===== config.mk =====
export PLATFORM = sky130hd
export DESIGN_NAME = xor_sprite_framebuffer_top
export DESIGN_NICKNAME = d
export VERILOG_FILES = /design/src/rtl/xsfb_pkg.sv /design/src/rtl/xor_sprite_framebuffer_top.sv
export SDC_FILE = /design/constraint.sdc
export NUM_CORES = 2
export LEC_CHECK = 0
export BUFFER_PORTS_ARGS = -buffer_cell sky130_fd_sc_hd__buf_2
export CAP_MARGIN = 20
export CORE_MARGIN = 5
export CORE_UTILIZATION = 35
export CTS_BUF_LIST = sky130_fd_sc_hd__clkbuf_8
export DETAILED_ROUTE_END_ITERATION = 12
export PLACE_DENSITY = 0.58
export SETUP_SLACK_MARGIN = 0.4
export SYNTH_ARGS = -nofsm -noshare
export SYNTH_HDL_FRONTEND = slang
export SYNTH_SLANG_ARGS = --single-unit

===== constraint.sdc =====
create_clock -name clk -period 5.89 [get_ports clk]
set_input_delay 0.2945 -clock clk [delete_from_list [all_inputs] [get_ports clk]]
set_output_delay 0.2945 -clock clk [all_outputs]
set_load 0.01 [all_outputs]

===== src/rtl/xsfb_pkg.sv =====
package xsfb_pkg;

    localparam int LINE_BITS  = 64;
    localparam int ROW_PIXELS = 8;

    typedef enum logic [1:0] {
        KIND_CLEAR = 2'd0,
        KIND_DRAW  = 2'd1,
        KIND_READ  = 2'd2
    } xsfb_kind_t;

    typedef enum logic {
        ST_IDLE = 1'b0,
        ST_EXEC = 1'b1
    } xsfb_state_t;

    typedef struct packed {
        logic [1:0] kind;
        logic [7:0] start_x;
        logic [7:0] start_y;
        logic [3:0] row_index;
        logic [7:0] row_bits;
        logic       last_row;
        logic [4:0] line_select;
    } xsfb_in_t;

    typedef struct packed {
        logic                 collision;
        logic [LINE_BITS-1:0] line_pixels;
        logic                 sprite_done;
    } xsfb_out_t;

endpackage


===== src/rtl/xor_sprite_framebuffer_top.sv =====
// Result: the command and the line read are registered at the start transfer, the modify state
//   (ST_EXEC) works out the result, and result_reg registers it; result_valid is shown for one cycle only.
// Flow: busy is high in the modify state, so a new item is taken only once the read-modify-write of
//   one 64-bit line in the frame memory, whose read is registered, is through; a clear screen passes the same states.
// Reset: rst_n is asynchronous and active low; it clears the control state, the collision
//   flag and the per-line valid bits, so every line reads as all pixels off at once.
// The receiver cannot stall: each result is taken in the cycle it is shown.
module xor_sprite_framebuffer_top #(
    parameter int WIDTH  = 64,
    parameter int HEIGHT = 32
) (
    input  logic              clk,
    input  logic              rst_n,
    input  logic              start,
    output logic              busy,
    input  xsfb_pkg::xsfb_in_t  cmd,
    output xsfb_pkg::xsfb_out_t result,
    output logic              result_valid
);
    import xsfb_pkg::*;

    // Column, line and address widths follow the screen size.
    localparam int XW = $clog2(WIDTH);
    localparam int YW = $clog2(HEIGHT);
    localparam int AW = $clog2(HEIGHT);
    localparam int LW = $clog2(HEIGHT + 16);
    localparam logic [LW-1:0]        HEIGHT_L = LW'(HEIGHT);
    // Ones on the columns that exist; everything right of WIDTH is clipped.
    localparam logic [LINE_BITS-1:0] COL_MASK = ~({LINE_BITS{1'b1}} >> WIDTH);

    // Frame store: one line per entry, column 0 at the top bit.
    logic [LINE_BITS-1:0] frame_mem [HEIGHT];
    logic [LINE_BITS-1:0] rd_data_reg;
    logic                 rd_valid_reg;

    // A line whose valid bit is low has not been drawn since reset or the last clear.
    logic [HEIGHT-1:0] line_valid_reg, line_valid_next;

    xsfb_state_t state_reg, state_next;

    // Command held across the read-modify-write.
    logic [1:0]    kind_reg;
    logic [XW-1:0] x_reg;
    logic [AW-1:0] addr_reg;
    logic          in_range_reg;
    logic [7:0]    row_bits_reg;
    logic          last_row_reg;
    logic          first_row_reg;

    logic collision_reg, collision_next;
    xsfb_out_t result_reg, result_next;
    logic      result_valid_reg, result_valid_next;

    // Modulo tables for the start coordinates, worked out at elaboration.
    logic [XW-1:0] x_mod_tab [256];
    logic [YW-1:0] y_mod_tab [256];

    for (genvar i = 0; i < 256; i++) begin : g_mod_tab
        assign x_mod_tab[i] = XW'(i % WIDTH);
        assign y_mod_tab[i] = YW'(i % HEIGHT);
    end

    // Address decode at the start transfer.
    logic          accept;
    logic [LW-1:0] line_sum;
    logic [LW-1:0] sel_ext;
    logic          line_ok;
    logic          sel_ok;
    logic [AW-1:0] rd_addr;
    logic          rd_in_range;

    assign accept   = start && !busy;
    assign line_sum = LW'(y_mod_tab[cmd.start_y]) + LW'(cmd.row_index);
    assign sel_ext  = LW'(cmd.line_select);
    assign line_ok  = line_sum < HEIGHT_L;
    assign sel_ok   = sel_ext < HEIGHT_L;

    always_comb
    begin
        rd_addr     = '0;
        rd_in_range = 1'b0;
        if (cmd.kind == KIND_DRAW) begin
            rd_in_range = line_ok;
            if (line_ok) begin
                rd_addr = line_sum[AW-1:0];
            end
        end else if (cmd.kind == KIND_READ) begin
            rd_in_range = sel_ok;
            if (sel_ok) begin
                rd_addr = sel_ext[AW-1:0];
            end
        end
    end

    // Modify stage: line as stored, sprite mask and collision test.
    logic [LINE_BITS-1:0] cur_line;
    logic [LINE_BITS-1:0] sprite_mask;
    logic                 hit;
    logic                 mem_wr_en;

    assign cur_line    = rd_valid_reg ? rd_data_reg : '0;
    assign sprite_mask = ((LINE_BITS'(row_bits_reg) << (LINE_BITS - ROW_PIXELS)) >> x_reg)
                         & COL_MASK;
    assign hit         = |(cur_line & sprite_mask);

    // Next state.
    always_comb
    begin
        state_next = state_reg;
        case (state_reg)
            ST_IDLE:
            begin
                if (start) begin
                    state_next = ST_EXEC;
                end
            end
            ST_EXEC:
            begin
                state_next = ST_IDLE;
            end
            default:
            begin
                state_next = ST_IDLE;
            end
        endcase
    end

    // Outputs of the state machine.
    always_comb
    begin
        busy      = 1'b0;
        mem_wr_en = 1'b0;
        case (state_reg)
            ST_IDLE:
            begin
                busy = 1'b0;
            end
            ST_EXEC:
            begin
                busy      = 1'b1;
                mem_wr_en = (kind_reg == KIND_DRAW) && in_range_reg;
            end
            default:
            begin
                busy = 1'b1;
            end
        endcase
    end

    // Flag, valid bits and result for the item in the modify stage.
    always_comb
    begin
        collision_next    = collision_reg;
        line_valid_next   = line_valid_reg;
        result_next       = result_reg;
        result_valid_next = 1'b0;
        if (state_reg == ST_EXEC) begin
            if (kind_reg == KIND_CLEAR) begin
                line_valid_next = '0;
            end else if (kind_reg == KIND_DRAW) begin
                // Row 0 starts a new sprite: drop the old flag before testing.
                collision_next = (collision_reg && !first_row_reg) || (in_range_reg && hit);
                if (in_range_reg) begin
                    line_valid_next[addr_reg] = 1'b1;
                end
            end
            result_next.collision   = collision_next;
            result_next.line_pixels = (kind_reg == KIND_READ && in_range_reg) ? cur_line : '0;
            result_next.sprite_done = (kind_reg == KIND_DRAW) && last_row_reg;
            result_valid_next       = 1'b1;
        end
    end

    // Frame memory: synchronous read, write back of the modified line.
    always_ff @(posedge clk)
    begin
        if (mem_wr_en) begin
            frame_mem[addr_reg] <= cur_line ^ sprite_mask;
        end
        rd_data_reg <= frame_mem[rd_addr];
    end

    // Hold the command for the modify stage.
    always_ff @(posedge clk)
    begin
        if (accept) begin
            kind_reg      <= cmd.kind;
            x_reg         <= x_mod_tab[cmd.start_x];
            addr_reg      <= rd_addr;
            in_range_reg  <= rd_in_range;
            row_bits_reg  <= cmd.row_bits;
            last_row_reg  <= cmd.last_row;
            first_row_reg <= (cmd.row_index == 4'd0);
            rd_valid_reg  <= line_valid_reg[rd_addr];
        end
        result_reg <= result_next;
    end

    always_ff @(posedge clk or negedge rst_n)
    begin
        if (!rst_n) begin
            state_reg        <= ST_IDLE;
            line_valid_reg   <= '0;
            collision_reg    <= 1'b0;
            result_valid_reg <= 1'b0;
        end else begin
            state_reg        <= state_next;
            line_valid_reg   <= line_valid_next;
            collision_reg    <= collision_next;
            result_valid_reg <= result_valid_next;
        end
    end

    assign result       = result_reg;
    assign result_valid = result_valid_reg;

endmodule


# == Yosys cells after proc, flatten, opt, wreduce, memory -nomap -nowiden ==
# Memory sizes are Yosys's and may differ from the RTL's. A register that Yosys moved wholly into a read port is not among the register bits.
# Cells that the tools add are included.
# totals
reg_bits,120
latch_bits,0
ram_bits,2048
romBits,2816
in_bits,39
output_inout_bits,68
elab_cells,76
n_memories,3
# mem_list
name,depth,width,read_ports,rd_clocked_by_memory_dff,write_ports,line,rtl
frame_mem,32,64,1,1,1,xor_sprite_framebuffer_top.sv:32,logic [LINE_BITS-1:0] frame_mem [HEIGHT];
(name not given),256,6,1,1,0,xor_sprite_framebuffer_top.sv:188,x_reg <= x_mod_tab[cmd.start_x];
(name not given),256,5,1,0,0,xor_sprite_framebuffer_top.sv:73,assign line_sum = LW'(y_mod_tab[cmd.start_y]) + LW'(cmd.row_index);
# op_classes
n_addsub,1
multipliers,0
n_div,0
magnitude_cmp,6
n_eq_ne,4
shift,1
muxes,25
bitwise_logic,6
reduce_logical,16
# ops
op,n
2-to-1 mux 32 bit,3
AND 64 bit,1
2-to-1 mux 64 bit,1
OR reduction 64 bit,1
>> shifter 64 x 6 -> 64 bit,1
bitwise XOR 64 bit,1
OR 32 bit,1
2-to-1 mux 5 bit,6
"less-than comparator 5 x 6 -> 1 bit, second input constant",3
inverter 8 -> 9 bit,2
2-to-1 mux 1 bit,11
"greater-or-equal comparator 9 bit, second input constant",1
logical AND 1 bit,7
adder 5 x 4 -> 6 bit,1
"less-than comparator 6 bit, second input constant",1
binary-select mux 1 bit (select 5 bit),1
demux 1 bit (select 5 bit),1
"greater-or-equal comparator 5 x 1 -> 1 bit, second input constant",1
"equality test 2 x 1 -> 1 bit, second input constant",2
"equality test 2 bit, second input constant",2
zero test 4 bit,1
case mux 1 bit (2 select lines),2
nonzero test 2 bit,2
AND reduction 3 bit,1
other kinds (4),5

# == Depth between registers and ports, before layout ==
# logic_depth
word_depth,10
ltp_mapped,14
mapped_depth_nobuf,13

# == Least setup slack after synthesis ==
# No wires, ideal clock.
# synth_timing
kind,register to register
startpoint,reg state_reg
endpoint,mem frame_mem[29][0] (enable)
setup_time_ps,487
arrival_time_ps,5699
required_ps,5403
path_slack_ps,-296
path_stages_with_launch,5
path_buffers,0
period_less_slack_ps,6186
cell_sequence,dfrtp_1 -> nand3b_1 -> nor3_1 -> nand2_1 -> nor2_1
# synth_via
elab_chain_cells,3
# synth_lines
item,line,rtl
"start, declared",xor_sprite_framebuffer_top.sv:39,"xsfb_state_t state_reg, state_next;"
"start signal, assigned",xor_sprite_framebuffer_top.sv:207,state_reg <= state_next;
2-to-1 mux 1 bit,xor_sprite_framebuffer_top.sv:133,case (state_reg)
2-to-1 mux 1 bit,xor_sprite_framebuffer_top.sv:177,if (mem_wr_en) begin
2-to-1 mux 1 bit (not written as such),xor_sprite_framebuffer_top.sv:178,frame_mem[addr_reg] <= cur_line ^ sprite_mask;
"end, declared",xor_sprite_framebuffer_top.sv:32,
# No other way between the ends.

# == Worst setup path after layout ==
# layout_timing
startpoint,reg x_reg[1]
endpoint,reg collision_reg
# layout_via
elab_chain_cells,7
# layout_lines
item,line,rtl
"start, declared",xor_sprite_framebuffer_top.sv:43,logic [XW-1:0] x_reg;
>> shifter 64 x 6 -> 64 bit,xor_sprite_framebuffer_top.sv:102,assign sprite_mask = ((LINE_BITS'(row_bits_reg) << (LINE_BITS - ROW_PIXELS)) >> x_reg)
AND 64 bit,xor_sprite_framebuffer_top.sv:104,assign hit = |(cur_line & sprite_mask);
OR reduction 64 bit,xor_sprite_framebuffer_top.sv:104,
logical AND 1 bit,xor_sprite_framebuffer_top.sv:162,collision_next = (collision_reg && !first_row_reg) || (in_range_reg && hit);
logical OR 1 bit,xor_sprite_framebuffer_top.sv:162,
2-to-1 mux 1 bit,xor_sprite_framebuffer_top.sv:160,end else if (kind_reg == KIND_DRAW) begin
2-to-1 mux 1 bit,xor_sprite_framebuffer_top.sv:158,if (kind_reg == KIND_CLEAR) begin
"end signal, assigned",xor_sprite_framebuffer_top.sv:209,collision_reg <= collision_next;
"end, declared",xor_sprite_framebuffer_top.sv:50,"logic collision_reg, collision_next;"
# No other way between the ends.
# A chain may end at the register's enable or synchronous reset.

==> impl_metrics.toml <==
[run_status]
status = "finished clean"

[timing]
finalHoldViolCount = 0
fin_ws_ns = 0.408
relSlewSlack = 0.161
fin_crit_sh = 0.931
timing.fmax_mhz = 182
setup_violations = 0
fin_crit_ns = 5.48
worst_pin_slew_ns = 1.26
fin_skew_ns = 0.0874
slew_viol_final = 0
rsz0062_at_grt = "no"
hold_slack_ns = 0.0827

[setup_path]
crit_type = "flop to flop"
max_stage_delay_ns = 0.98
critPathLaunchType = "flop"
crit_chain = "mux2i_1, mux2i_1, a32oi_1, nor2_1, a21oi_1, nor2_1, ha_1, nor4_1, nand4_1, or4_1, a32o_1, mux2_2"
worst_setup_path_end_kind = "flop"
worstReg2RegStart = "x_reg[1]"
critPathRequiredTime_ns = 6.83
cp-startpoint = "x_reg[1]"
slowest_stage = "a21oi_1"
arrival_ns = 6.42
critPathMaxFanout = 13

[floorplan]
io-pin-count = 107
die_h_microns = 515
design.die.area_sq_mm = 0.265
rows = 185
core-area_sq_mm = 0.254
die_x_microns = 515
start_util = 0.352

[pwr]
p_int_mw = 25.5
cellPowerDensity_mw_per_mm2 = 340
clkPwrFrac = 0.358
swShare = 0.259
combPwrFrac = 0.108
pwr-share-seq = 0.534
ir_drop_mv = 0.192
p_sw_mw = 8.93
p_leak_nw = 34.8
finalPower_mw = 34.4

[cts]
clock_sinks = 2238
cts_buffer_depth = 4
cts_tree = "built"
post-cts-setup-buffers = 0
numCtsBuffers = 367
clk_pin_slew_ns = 0.06
cts_max_level = 5
root_buffer = "clkbuf_8"
clock_latency_ns = 1.09

[layout]
largest_reg_flops = 2048
area_growth_pct = 13.3
final_util = 0.399
nets = 6476
drive_gt1_frac = 0.115

[route]
first_pass_iters = 6
wl_per_cell_microns = 27.6
routed_wl_microns = 276000
avgViaCountPerCell = 5.66
drt-initial-drc-count = 6146
drc = 0
vias = 56688
drtAntennaViolNets = 0

[global_routing]
grt_pass1_wl_microns = 394000
antenna_found_initial = 11
grt-ovfl-total = 0
grt_max_degree = 143
grt_pass1_vias = 54684
track_usage = 0.202

[synthesis]
yosysSeqAreaShare = 0.744
synth_edf_count = 2139
yosysTopAreaCell = "edfxtp_1"
synth_top_area_frac = 0.719
synth_cells = 6159
synthFlopType = "edfxtp_1"
syn_area_sq_mm = 0.0893
ys_async_sr_fraction = 0.0156
post_synth.cell_area_avg_sq_um = 14.5
synth_warnings = 0
synth-seq-cells = 2238
ys_types = 68
yosys-top-cells-area = "edfxtp_1 (72%), nand2_1 (4.7%), mux2i_1 (3.0%), a211oi_1 (2.8%), a311oi_1 (2.5%)"
syn_nets = 6267

[hold_path]
hp-class = "input pin to flop"
hold_start = "cmd[30]"

[placement]
gp_congestion = 0.844
port_buffers = 101
hpwl_microns = 139000
dp_slack_ns = 0.526

[run]
maxCapViolCount = 0
-- path summary, 6_finish.rpt --
check                      slack, ns                 end  depth (start not counted)
max                             0.41       collision_reg                         12
min                             0.08            x_reg[4]                          2
max reg2reg                     0.41       collision_reg                         12
min reg2reg                     0.49  line_valid_reg[16]                          2
max in group asynchronous       5.37           state_reg                          4
min in group asynchronous       0.32  line_valid_reg[28]                          4
-- logic make-up (layout without fill, tap and decap cells) --
group / after synthesis / after routing / share of synthesized area
other: 0 / 9 / 0
multiplexers: 278 / 278 / 0.0313
buffers and inverters: 523 / 1009 / 0.0254
flip-flops: 2238 / 2238 / 0.744
AO/OA/AOI/OAI: 1055 / 1055 / 0.0904
adder cells (fa/ha/maj): 69 / 69 / 0.00975
AND/OR/NAND/NOR: 1995 / 1995 / 0.0995
XOR/XNOR: 1 / 1 / 0.0000981
-- power by group through the flow --
stage | logic, mW | registers, mW | clock network (mW)
finish | 3.71 | 18.4 | 12.3
global route | 3.97 | 18.4 | 13.3
CTS | 3.67 | 18.4 | 12.5
detailed placement | 3.64 | 18.7 | 0
global placement | 3.58 | 18.7 | 0
floorplan | 2.25 | 18.7 | 0
-- cells in the mapped netlist (5+ instances only) --
library cell	instances
edfxtp_1	2139
nand2_1	1114
and3_1	333
a211oi_1	328
clkbuf_1	276
mux2i_1	271
nand3_1	260
a311oi_1	252
nor2_1	202
buf_2	133
o21ai_0	116
inv_1	69
ha_1	68
a31oi_1	64
a32oi_1	64
dfxtp_1	64
o2111ai_1	61
a21oi_1	46
dfrtp_1	35
a2111oi_1	34
a2111oi_0	32
nor4_1	21
buf_1	16
o21ai_1	16
buf_6	13
nor2b_1	13
buf_4	12
nand4_1	12
nor3_1	8
o22ai_1	8
and2_1	7
mux2_2	7
or2_2	5
-- routing by layer --
| layer | track usage | routed length (microns) | vias to the layer above |
|---|---|---|---|
| met5 | 0 | 0 | - |
| met4 | 0.0799 | 11400 | 0 |
| met3 | 0.0348 | 23000 | 496 |
| met2 | 0.324 | 129000 | 2765 |
| met1 | 0.275 | 113000 | 29112 |
| li1 | - | - | 24315 |
-- cells in the final DEF, fill, tap and decap left out, drive strengths merged, types with 62 or more instances in the layout --
cell type,n
a2111oi,66
a211oi,330
a311oi,252
a31oi,64
a32oi,65
and3,333
buf,264
clkbuf,389
clkinv,91
dfxtp,64
edfxtp,2139
ha,68
inv,228
mux2i,271
nand2,1114
nand3,260
nor2,205
o2111ai,62
o21ai,133
-- metrics by stage --
step / cell area (sq um) / instances / TNS, ns
floorplan: 89300 / 6159 / -600.35
finish: 101000 / 10020 / 0
CTS: 101000 / 10009 / 0
global route: 101000 / 10017 / 0
detailed placement: 94300 / 9336 / 0
global placement: 94300 / 9333 / 0
-- critical path: cells and delay by family, from the launching register on --
kind	cells	cell delay, ns
simple gates	5	1.98
compound gates	3	1.65
mux	3	0.78
flops	1	0.67
fa+ha+maj	1	0.27
-- area by class of cell --
cell class	instances	area, sq um
clock inverter	257	1150
antenna	9	22.5
tap	3366	4210
fill	23249	153000
timing repair buffer	290	2790
inverter	73	297
sequential	2238	66400
multi-input combinational	3398	21000
clock buffer	389	5350
-- timing repair --
| action | CTS | global route |
|---|---|---|
| hold buffers | 27 | 0 |
| gates resized for setup | 0 | 0 |
| hold endpoints to repair | 80 | 0 |
(Power assumes the default switching activity.)
